File: src/rtl/assert_macros.svh
// ---------------------------------------------------------------------------
// Assertion macros
// Shared concurrent assertion forms, clocked and held off during reset.
// ---------------------------------------------------------------------------
`ifndef ASSERT_MACROS_SVH
`define ASSERT_MACROS_SVH

// The expression must hold at every clock edge outside reset.
`define ASSERT_ALWAYS(label, clk, rst_n, expr, msg) \
    label: assert property (@(posedge clk) disable iff (!rst_n) (expr)) else $error(msg);

// The consequent must hold in the same cycle as the antecedent.
`define ASSERT_IMPLY(label, clk, rst_n, ante, cons, msg) \
    label: assert property (@(posedge clk) disable iff (!rst_n) (ante) |-> (cons)) else $error(msg);

// The consequent must hold in the cycle after the antecedent.
`define ASSERT_NEXT(label, clk, rst_n, ante, cons, msg) \
    label: assert property (@(posedge clk) disable iff (!rst_n) (ante) |=> (cons)) else $error(msg);

`endif

File: src/rtl/alfs_pkg.sv
// ---------------------------------------------------------------------------
// alfs_pkg
// Types and constants shared by the addressable LED frame sender.
// ---------------------------------------------------------------------------
package alfs_pkg;

    localparam int COLOR_W  = 24;
    localparam int CB_W     = 5;   // bits to index one colour bit
    localparam int CFG_IDX_W = 3;
    localparam int CFG_DATA_W = 16;
    // A frame position never passes the 9-bit pixel count register.
    localparam int POS_W    = 9;

    typedef enum logic [1:0] {
        KIND_SET   = 2'd0,
        KIND_SHOW  = 2'd1,
        KIND_CLEAR = 2'd2,
        KIND_TICK  = 2'd3
    } kind_t;

    typedef enum logic [1:0] {
        PH_IDLE = 2'd0,
        PH_HIGH = 2'd1,
        PH_LOW  = 2'd2,
        PH_GAP  = 2'd3
    } phase_t;

    typedef enum logic [CFG_IDX_W-1:0] {
        CFG_ZERO_HIGH  = 3'd0,
        CFG_ZERO_LOW   = 3'd1,
        CFG_ONE_HIGH   = 3'd2,
        CFG_ONE_LOW    = 3'd3,
        CFG_RESET_GAP  = 3'd4,
        CFG_PIXEL_CNT  = 3'd5,
        CFG_SPARE_6    = 3'd6,
        CFG_SPARE_7    = 3'd7
    } cfg_idx_t;

    typedef struct packed {
        logic [7:0]  zero_high;
        logic [7:0]  zero_low;
        logic [7:0]  one_high;
        logic [7:0]  one_low;
        logic [15:0] reset_gap;
        logic [8:0]  pixel_count;
    } cfg_t;

    localparam logic [7:0]  RST_ZERO_HIGH = 8'd1;
    localparam logic [7:0]  RST_ZERO_LOW  = 8'd2;
    localparam logic [7:0]  RST_ONE_HIGH  = 8'd2;
    localparam logic [7:0]  RST_ONE_LOW   = 8'd1;
    localparam logic [15:0] RST_RESET_GAP = 16'd114;
    localparam logic [8:0]  RST_PIXEL_CNT = 9'd256;

    // Requests from the sequencer to the pixel store
    typedef struct packed {
        logic wr_en;
        logic rd_en;
        logic clear;
    } st_req_t;

    // Sequencer status, watched by the top level
    typedef struct packed {
        logic   active;
        phase_t phase;
        logic   pend;
    } wave_st_t;

    typedef struct packed {
        logic line_level;
        logic busy_res;
        logic rejected;
    } res_t;

    // A segment length of zero counts as one tick.
    function automatic logic [15:0] at_least_one(input logic [15:0] v);
        return (v == 16'd0) ? 16'd1 : v;
    endfunction

endpackage

File: src/rtl/alfs_wave.sv
// ---------------------------------------------------------------------------
// alfs_wave
// Waveform sequencer: walks pixels and bits, times the high, low and gap
// segments and issues reads and writes to the pixel store.
// ---------------------------------------------------------------------------
module alfs_wave
    import alfs_pkg::*;
#(
    parameter int MAX_PIXELS     = 256,
    parameter int BITS_PER_PIXEL = 24
) (
    input  logic               clk,
    input  logic               rst_n,
    input  cfg_t               cfg,
    input  logic               fire,
    input  kind_t              kind,
    input  logic [7:0]         pixel_index,
    input  logic [COLOR_W-1:0] rd_word,
    output st_req_t            st_req,
    output logic [POS_W-1:0]   raddr,
    output res_t               res,
    output wave_st_t           status
);

    localparam int FRAME_MAX = (MAX_PIXELS < 511) ? MAX_PIXELS : 511;
    localparam int BP_W      = $clog2(BITS_PER_PIXEL);
    localparam int SH_W      = BP_W + 1;

    logic               active_reg,  active_next;
    phase_t             phase_reg,   phase_next;
    logic [POS_W-1:0]   pos_reg,     pos_next;
    logic [BP_W-1:0]    bitpos_reg,  bitpos_next;
    logic [15:0]        count_reg,   count_next;
    logic [COLOR_W-1:0] word_reg,    word_next;
    logic               pend_reg,    pend_next;
    logic [7:0]         plen0_reg,   plen0_next;
    logic [7:0]         plen1_reg,   plen1_next;

    logic [POS_W-1:0]   pif;
    logic [COLOR_W-1:0] cur_word;
    logic [SH_W-1:0]    sh;
    logic [SH_W-1:0]    sh_n;
    logic               cur_bit;
    logic               nxt_bit;
    logic [15:0]        cur_count;
    logic               start_pixel;
    logic [POS_W-1:0]   start_pos;
    logic               rd_go;
    logic               set_ok;
    logic               clear_hit;
    logic               rej;

    // Pixels sent per frame, read live from the register.
    always_comb
    begin
        if (32'(cfg.pixel_count) > 32'(FRAME_MAX))
        begin
            pif = POS_W'(FRAME_MAX);
        end
        else
        begin
            pif = POS_W'(cfg.pixel_count);
        end
    end

    // While a pixel read is outstanding the word comes straight from the
    // store, and the first high segment length is settled from its top bit.
    always_comb
    begin
        cur_word  = pend_reg ? rd_word : word_reg;
        sh        = SH_W'(BITS_PER_PIXEL - 1) - SH_W'(bitpos_reg);
        sh_n      = sh - 1'b1;
        cur_bit   = (sh < SH_W'(COLOR_W)) ? cur_word[sh[CB_W-1:0]] : 1'b0;
        nxt_bit   = (sh_n < SH_W'(COLOR_W)) ? cur_word[sh_n[CB_W-1:0]] : 1'b0;
        cur_count = pend_reg ? at_least_one({8'h00, cur_bit ? plen1_reg : plen0_reg})
                             : count_reg;
    end

    // Next state
    always_comb
    begin
        active_next = active_reg;
        phase_next  = phase_reg;
        pos_next    = pos_reg;
        bitpos_next = bitpos_reg;
        count_next  = cur_count;
        word_next   = cur_word;
        pend_next   = 1'b0;
        plen0_next  = plen0_reg;
        plen1_next  = plen1_reg;
        start_pixel = 1'b0;
        start_pos   = '0;
        rd_go       = 1'b0;
        set_ok      = 1'b0;
        clear_hit   = 1'b0;
        rej         = 1'b0;

        if (fire)
        begin
            if (kind == KIND_TICK)
            begin
                priority if (phase_reg == PH_IDLE)
                begin
                    count_next = cur_count;
                end
                else if (cur_count > 16'd1)
                begin
                    count_next = cur_count - 16'd1;
                end
                else
                begin
                    unique case (phase_reg)
                        PH_HIGH:
                        begin
                            phase_next = PH_LOW;
                            count_next = at_least_one({8'h00,
                                cur_bit ? cfg.one_low : cfg.zero_low});
                        end
                        PH_LOW:
                        begin
                            if (bitpos_reg == BP_W'(BITS_PER_PIXEL - 1))
                            begin
                                pos_next    = pos_reg + 1'b1;
                                start_pixel = 1'b1;
                                start_pos   = pos_reg + 1'b1;
                            end
                            else
                            begin
                                bitpos_next = bitpos_reg + 1'b1;
                                phase_next  = PH_HIGH;
                                count_next  = at_least_one({8'h00,
                                    nxt_bit ? cfg.one_high : cfg.zero_high});
                            end
                        end
                        PH_GAP:
                        begin
                            phase_next  = PH_IDLE;
                            count_next  = '0;
                            active_next = 1'b0;
                            pos_next    = '0;
                            bitpos_next = '0;
                        end
                        PH_IDLE:
                        begin
                            count_next = cur_count;
                        end
                    endcase
                end
            end
            else if (active_reg)
            begin
                rej = 1'b1;
            end
            else
            begin
                unique case (kind)
                    KIND_SET:
                    begin
                        if (32'(pixel_index) < 32'(pif))
                        begin
                            set_ok = 1'b1;
                        end
                        else
                        begin
                            rej = 1'b1;
                        end
                    end
                    KIND_SHOW, KIND_CLEAR:
                    begin
                        clear_hit   = (kind == KIND_CLEAR);
                        active_next = 1'b1;
                        pos_next    = '0;
                        start_pixel = 1'b1;
                        start_pos   = '0;
                    end
                    KIND_TICK:
                    begin
                        rej = 1'b0;
                    end
                endcase
            end
        end

        // Start of a pixel: fetch its word, or go to the latch gap.
        if (start_pixel)
        begin
            bitpos_next = '0;
            if (start_pos >= pif)
            begin
                phase_next = PH_GAP;
                count_next = at_least_one(cfg.reset_gap);
            end
            else
            begin
                phase_next = PH_HIGH;
                pend_next  = 1'b1;
                rd_go      = 1'b1;
                plen0_next = cfg.zero_high;
                plen1_next = cfg.one_high;
            end
        end
    end

    // Outputs
    always_comb
    begin
        st_req.wr_en   = set_ok;
        st_req.rd_en   = rd_go;
        st_req.clear   = clear_hit;
        raddr          = start_pos;
        res.line_level = (phase_next == PH_HIGH);
        res.busy_res   = active_next;
        res.rejected   = rej;
        status.active  = active_reg;
        status.phase   = phase_reg;
        status.pend    = pend_reg;
    end

    always_ff @(posedge clk or negedge rst_n)
    begin
        if (!rst_n)
        begin
            active_reg <= 1'b0;
            phase_reg  <= PH_IDLE;
            pos_reg    <= '0;
            bitpos_reg <= '0;
            count_reg  <= '0;
            word_reg   <= '0;
            pend_reg   <= 1'b0;
            plen0_reg  <= '0;
            plen1_reg  <= '0;
        end
        else
        begin
            active_reg <= active_next;
            phase_reg  <= phase_next;
            pos_reg    <= pos_next;
            bitpos_reg <= bitpos_next;
            count_reg  <= count_next;
            word_reg   <= word_next;
            pend_reg   <= pend_next;
            plen0_reg  <= plen0_next;
            plen1_reg  <= plen1_next;
        end
    end

endmodule

File: config.mk
export PLATFORM = sky130hd
export DESIGN_NAME = alfs_wave
export DESIGN_NICKNAME = d
export VERILOG_FILES = /design/src/rtl/assert_macros.svh /design/src/rtl/alfs_pkg.sv /design/src/rtl/alfs_wave.sv
export SDC_FILE = /design/constraint.sdc
export NUM_CORES = 1
export LEC_CHECK = 0
export BUFFER_PORTS_ARGS = -buffer_cell sky130_fd_sc_hd__buf_2
export CORE_MARGIN = 1
export CORE_UTILIZATION = 61
export DETAILED_ROUTE_END_ITERATION = 6
export PLACE_DENSITY = 0.87
export SLEW_MARGIN = 40
export SYNTH_ARGS = -nofsm -noshare
export SYNTH_HDL_FRONTEND = slang
export SYNTH_SLANG_ARGS = --single-unit
File: constraint.sdc
create_clock -name clk -period 15.48 [get_ports clk]
set_input_delay 1.548 -clock clk [delete_from_list [all_inputs] [get_ports clk]]
set_output_delay 1.548 -clock clk [all_outputs]
set_load 0.01 [all_outputs]
==> results of run 1 <==
-- cell usage in the layout (no fill, tap or decap), types with 17 or more instances in the layout --
master | netlist | routed
sky130_fd_sc_hd__mux2_2 | 31 | 31
sky130_fd_sc_hd__ha_1 | 27 | 27
sky130_fd_sc_hd__nand3_1 | 25 | 25
sky130_fd_sc_hd__o21ai_0 | 23 | 23
sky130_fd_sc_hd__buf_2 | 9 | 112
sky130_fd_sc_hd__nand2_1 | 40 | 40
sky130_fd_sc_hd__nor2_1 | 58 | 58
sky130_fd_sc_hd__dfrtp_1 | 74 | 72
sky130_fd_sc_hd__mux2i_1 | 21 | 21
sky130_fd_sc_hd__a21oi_1 | 18 | 17
-- stage by stage --
stage	util	setup WS, ns	hold WS [ns]	instance area [sq um]
after global placement	0.691	5.73	0.486	6420
final	0.717	5.40	0.513	6650
after CTS	0.716	5.44	0.513	6650
after floorplan	-	6.94	0.471	5860
after detailed placement	0.693	5.47	0.495	6430
after global routing	0.717	4.82	0.532	6650
-- cell type report --
| type | instances | area share |
|---|---|---|
| flip-flops and latches | 74 | 0.279 |
| multi-input cells | 495 | 0.564 |
| clock buffers | 12 | 0.0218 |
| repair buffers | 118 | 0.0916 |
| inverters | 16 | 0.00903 |
| clock inverters | 4 | 0.0111 |
| well taps | 129 | 0.0243 |
-- power by group through the flow --
| stage | combinational, mW | sequential [mW] | clock (mW) |
|---|---|---|---|
| 2_1_floorplan | 0.214 | 0.276 | 0 |
| 3_3_place_gp | 0.269 | 0.290 | 0 |
| 3_5_place_dp | 0.277 | 0.294 | 0 |
| 4_1_cts | 0.282 | 0.291 | 0.171 |
| 5_1_grt | 0.310 | 0.298 | 0.180 |
| 6_report | 0.288 | 0.293 | 0.171 |
-- path summary, 6_finish.rpt --
check / start / to / slack (ns) / cells past startpoint
max: rd_word[0] / st_req[1] / 5.40 / 26
min: word_reg[2] / word_reg[2] / 0.51 / 1
max reg2reg: pend_reg / plen0_reg[4] / 7.36 / 25
min reg2reg: word_reg[2] / word_reg[2] / 0.51 / 1
max in group asynchronous: rst_n / bitpos_reg[0] / 13.65 / 2
min in group asynchronous: rst_n / word_reg[20] / 1.29 / 2
-- kinds of logic after synthesis --
group,after synthesis
compound gates,155
xor+xnor,13
fa+ha+maj,27
buf+inv,58
flops,74
mux,79
simple gates,221
-- per-layer routing --
| layer | vias up | GRT usage | wire length [microns] |
|---|---|---|---|
| met1 | 2704 | 0.436 | 6530 |
| met5 | - | 0 | 0 |
| met3 | 51 | 0.0557 | 1300 |
| met2 | 314 | 0.551 | 7980 |
| met4 | 0 | 0.115 | 408 |
| li1 | 2543 | - | - |
==> metrics.txt, run 1 <==
status=completed; Tot Pwr=0.752 mW; sequential share of the synthesized area=0.316; post-synthesis share of cell area spent on full adders, half adders and majority gates=0.0576; max FFs per register=24; share of synthesized registers carrying an async set or reset=1.00; Tightest Pin Transition=0.747 ns; instance count of the mapped netlist=627; total routing usage reported by global routing=0.330; clock buffer count from CTS=9; combinational share of power=0.383; detailed-route DRC error count=0; DP HPWL=12000 microns; net switching power figure=0.267 mW; leading register cell type out of synthesis=sky130_fd_sc_hd__dfrtp_1; Initial Utilization=0.632; f_max=0.0992 GHz; Max H-tree Level=3; Non-Filler Instances=848; CTS Root Buffer Type=sky130_fd_sc_hd__clkbuf_8; clock latency at the later pin of the worst-skew pair=0.35 ns; cell taking the most area after synthesis=sky130_fd_sc_hd__dfrtp_1; overflow left after global routing=0; net count of the mapped netlist=748; Area growth syn-to-layout=13.5%; clock tree from TritonCTS=yes; Syn. warnings=0; Pwr per Cell Area=113 mW/mm^2; number of global-route vias before repair=5300; Hold Fails Final Rpt=0; CTS hold repair buffers=0; largest voltage drop on the vdd net=0.0645 mV; largest family of logic cells by synthesized area=simple AND/OR/NAND/NOR gates; final WL=16200 microns; Multi-input gate area=0.00375 sq mm; Setup crit end kind=output pin; ratio of cells with drive above 1 in the final layout=0.298; antenna-violating nets left=0; number of slew-limit violations in the final report=0; setup TNS=0 ns; per-cell routed wire length=19.1 microns; top post-synthesis cells by count=sky130_fd_sc_hd__dfrtp_1, sky130_fd_sc_hd__nor2_1, sky130_fd_sc_hd__nand2_1; simple-gate share of the synthesized area=0.193; data required time of the worst path=13.93 ns; slowest cell on the critical path=sky130_fd_sc_hd__or3_2; arrival time at the worst endpoint=8.53 ns; number of setup violations in the final report=0; Vias=5612; Initial DRC Count=576; top-area cell type share of the netlist area=0.316; Crit path max-delay family=simple AND/OR/NAND/NOR gates; Worst path max stage delay=0.71 ns; share of cell area taken by muxes after synthesis=0.177; area of the placeable core=0.00928 sq mm; clock transition at the registers of the reported paths=0.08 ns; number of flops mapped to enable cells by yosys=0; post-route minimum period=10.08 ns; number of top-level design ports=113; Filler Cells Inserted=700; Post-Syn Area per Cell=9.35 sq um; worst hold-check path type=reg -> reg; DR vias/cell=6.62; maximum root-to-sink buffer count=2; first-pass GRT wire length=26000 microns; share of total power consumed by net switching=0.355; clock power share=0.228; startpoint kind of the worst setup timing path=input port; ratio of final minimum period to clock period=0.651; floorplan die area=0.0100 sq mm; post-CTS resize count=0; Setup CP Type=in -> out; final antenna diode count=0; placer congestion estimate=0.969; Max Cap Violations=0; maximum number of pins on one net before global-route repair=75; Buf+Inv Stages, Crit Path=4; port buffer count=112; skew final=0.00848 ns; headroom to the max-slew limit=0.501; XOR/XNOR share of the synthesized area=0.0194; Cell Int Power=0.486 mW; register bit total from synthesis=74; final net count=835; overall die width=100 microns; share of power burned in registers=0.390; number of detailed-routing iterations run before antenna repair=6; static leakage=2.93 nW; synth unique cells=73; unrepaired setup endpoints after global routing=false; Sequential Area=0.00185 sq mm; number of buffers added for setup after CTS=0; area of the mapped netlist=0.00586 sq mm; CTS Sinks=74; Max FO, Critical Path=17; most frequent cell after synthesis=sky130_fd_sc_hd__dfrtp_1; Die Y=100 microns; number of antenna violations at the first check in global routing=0; Synth area leaders=sky130_fd_sc_hd__dfrtp_1, sky130_fd_sc_hd__mux2_2, sky130_fd_sc_hd__ha_1, sky130_fd_sc_hd__mux4_2, sky130_fd_sc_hd__nor2_1; Cell Rows=35; Synth Area in Compound Gates=0.189; cell count after placement=832
Note: power is estimated with default switching activity, not from simulation.
==> inputs of run 2 (changes only) <==
CORE_UTILIZATION = 57   (was 61)
PLACE_DENSITY = 0.82   (was 0.87)
clock period = 10.29 ns   (was 15.48 ns; I/O delays follow)
==> run 2 against run 1 <==
Total power is 45% higher. First-iteration DRC count is 2.4% lower. Worst setup slack worse by 4.1 ns. Wire length is 0.44% lower. Clock skew is 0.0053 ns higher. Sequential share of layout area is 0.068 points higher. Combinational power is 48% higher.
==> metrics.txt, run 2 (synthesis gave the netlist of run 1 again) <==
status=completed; Pwr per Cell Area=165 mW/mm^2 (+46%); max FFs per register=24 (unchanged); post-CTS resize count=0 (unchanged); port buffer count=112 (unchanged); Initial Utilization=0.594 (-0.0372); Tightest Pin Transition=0.756 ns (+0.00856 ns); path depth of the worst reg2reg path=25 (unchanged); Initial DRC Count=562 (-2.4%); Max Cap Violations=0 (unchanged); CTS Sinks=74 (unchanged); start point of the worst hold path=word_reg[0]; arrival time at the worst endpoint=7.95 ns (-0.58 ns); Hold Fails Final Rpt=0 (unchanged); Max FO, Critical Path=34 (+17); Setup crit end kind=output pin; placer congestion estimate=0.991 (+2.3%); detailed-route DRC error count=0 (unchanged); per-cell routed wire length=18.9 microns (-1.3%); CTS Root Buffer Type=sky130_fd_sc_hd__clkbuf_8; Cell Rows=36 (+2.9%); skew final=0.0138 ns (+0.00528 ns); number of setup violations in the final report=0 (unchanged); final net count=836 (+0.12%); startpoint kind of the worst setup timing path=register; number of antenna violations at the first check in global routing=2 (+2); area of the placeable core=0.00986 sq mm (+6.3%); ratio of cells with drive above 1 in the final layout=0.300 (+0.00236); Die Y=103 microns (+3.4%); Max H-tree Level=3 (unchanged); highest-count cells in the layout ignoring fill and taps=sky130_fd_sc_hd__buf_2, sky130_fd_sc_hd__dfrtp_1, sky130_fd_sc_hd__nor2_1, sky130_fd_sc_hd__nand2_1, sky130_fd_sc_hd__mux2_2; overall die width=103 microns (+3.4%); reg-to-reg slack, setup=2.49 ns (-4.87 ns); slowest cell on the critical path=sky130_fd_sc_hd__dfrtp_2; post-route minimum period=8.98 ns; largest voltage drop on the vdd net=0.118 mV (+82%); final WL=16200 microns (-0.44%); DR vias/cell=6.42 (-2.9%); Vias=5492 (-2.1%); total routing usage reported by global routing=0.317 (-0.0134); first-pass GRT wire length=25700 microns (-1.3%); Worst R2R End=plen0_reg[5]; Setup CP Type=reg -> out; number of top-level design ports=113 (unchanged); stages on the worst setup path=26 (unchanged); number of buffers added for setup after CTS=0 (unchanged); worst hold-check path type=reg -> reg; maximum number of pins on one net before global-route repair=75 (unchanged); CTS hold repair buffers=0 (unchanged); clock transition at the registers of the reported paths=0.08 ns (about the same); f_max=0.111 GHz; number of detailed-routing iterations run before antenna repair=5 (-1); Worst Hold End=word_reg[0]; clock buffer count from CTS=9 (unchanged); Worst path max stage delay=0.86 ns (+0.15 ns); clock tree from TritonCTS=yes; Crit Reg-Reg Startpoint=pend_reg; Post-Route Utilization=0.673 (-0.0438); Area growth syn-to-layout=13.2%; static leakage=2.92 nW (-0.38%); clock latency at the later pin of the worst-skew pair=0.37 ns (+0.02 ns); Filler Cells Inserted=804 (+15%); unrepaired setup endpoints after global routing=false; commonest non-fill, non-tap cell in the layout=sky130_fd_sc_hd__buf_2; antenna-violating nets left=0 (unchanged); setup TNS=0 ns (unchanged); maximum root-to-sink buffer count=2 (unchanged); DP HPWL=12100 microns (+0.68%); Multi-input gate area=0.00375 sq mm (unchanged); headroom to the max-slew limit=0.496 (-0.00475); Crit path max-delay family=simple AND/OR/NAND/NOR gates; Sequential Area=0.00185 sq mm (unchanged); number of global-route vias before repair=5115 (-3.5%); data required time of the worst path=9.26 ns (-4.67 ns); overflow left after global routing=0 (unchanged); Hold Crit Depth=1 (unchanged); number of slew-limit violations in the final report=0 (unchanged); floorplan die area=0.0107 sq mm (+6.9%); Buf+Inv Stages, Crit Path=4 (unchanged); ratio of final minimum period to clock period=0.873
run 2: cell count changes in the layout (fill, tap and decap cells not counted), sizes merged:
cell | before | now
clkbuf | 12 | 10
buf | 118 | 119
clkinv | 2 | 5
diode | 0 | 2
clkinvlp | 0 | 1
bufinv | 2 | 1
inv | 16 | 15
run 2: worst max path at each step:
stage / startpoint / endpoint / slack, ns
finish: pend_reg / st_req[1] / 1.31
global route: pend_reg / st_req[1] / 0.68
CTS: pend_reg / st_req[1] / 1.34
detailed placement: rd_word[21] / st_req[1] / 1.64
global placement: rd_word[21] / st_req[1] / 1.89
floorplan: rd_word[16] / res[2] / 2.79
run 2: where the power goes:
group          switching, mW  leakage (nW)  internal [mW]
clock                  0.113        0.0958          0.110
combinational          0.214          1.92          0.212
sequential            0.0680         0.905          0.375
run 2: routing by layer:
layer | up-vias | share of wire | global-route usage
met5 | - | 0 | 0
met4 | 0 | 0.031 | 0.131
met3 | 48 | 0.071 | 0.0712
li1 | 2551 | - | -
met2 | 249 | 0.49 | 0.508
met1 | 2644 | 0.41 | 0.414
run 2: final cells by class:
type / count / area share
Timing Repair Buffer: 119 / 0.0929
Clock inverter: 6 / 0.00867
Clock buffer: 10 / 0.0192
Tap cell: 133 / 0.0251
Antenna cell: 2 / 0.000754
Sequential cell: 74 / 0.279
Inverter: 16 / 0.00905
Multi-Input combinational cell: 495 / 0.565
run 2: per-stage QoR:
stage / cells / total power [mW] / hold slack (ns) / setup WS (ns) / area [sq um]
CTS: 853 / 1.09 / 0.518 / 1.34 / 6630
detailed placement: 837 / 0.860 / 0.494 / 1.64 / 6440
global placement: 837 / 0.841 / 0.484 / 1.89 / 6430
global route: 855 / 1.15 / 0.537 / 0.679 / 6640
finish: 855 / 1.09 / 0.514 / 1.31 / 6640
floorplan: 627 / 0.737 / 0.471 / 2.79 / 5860
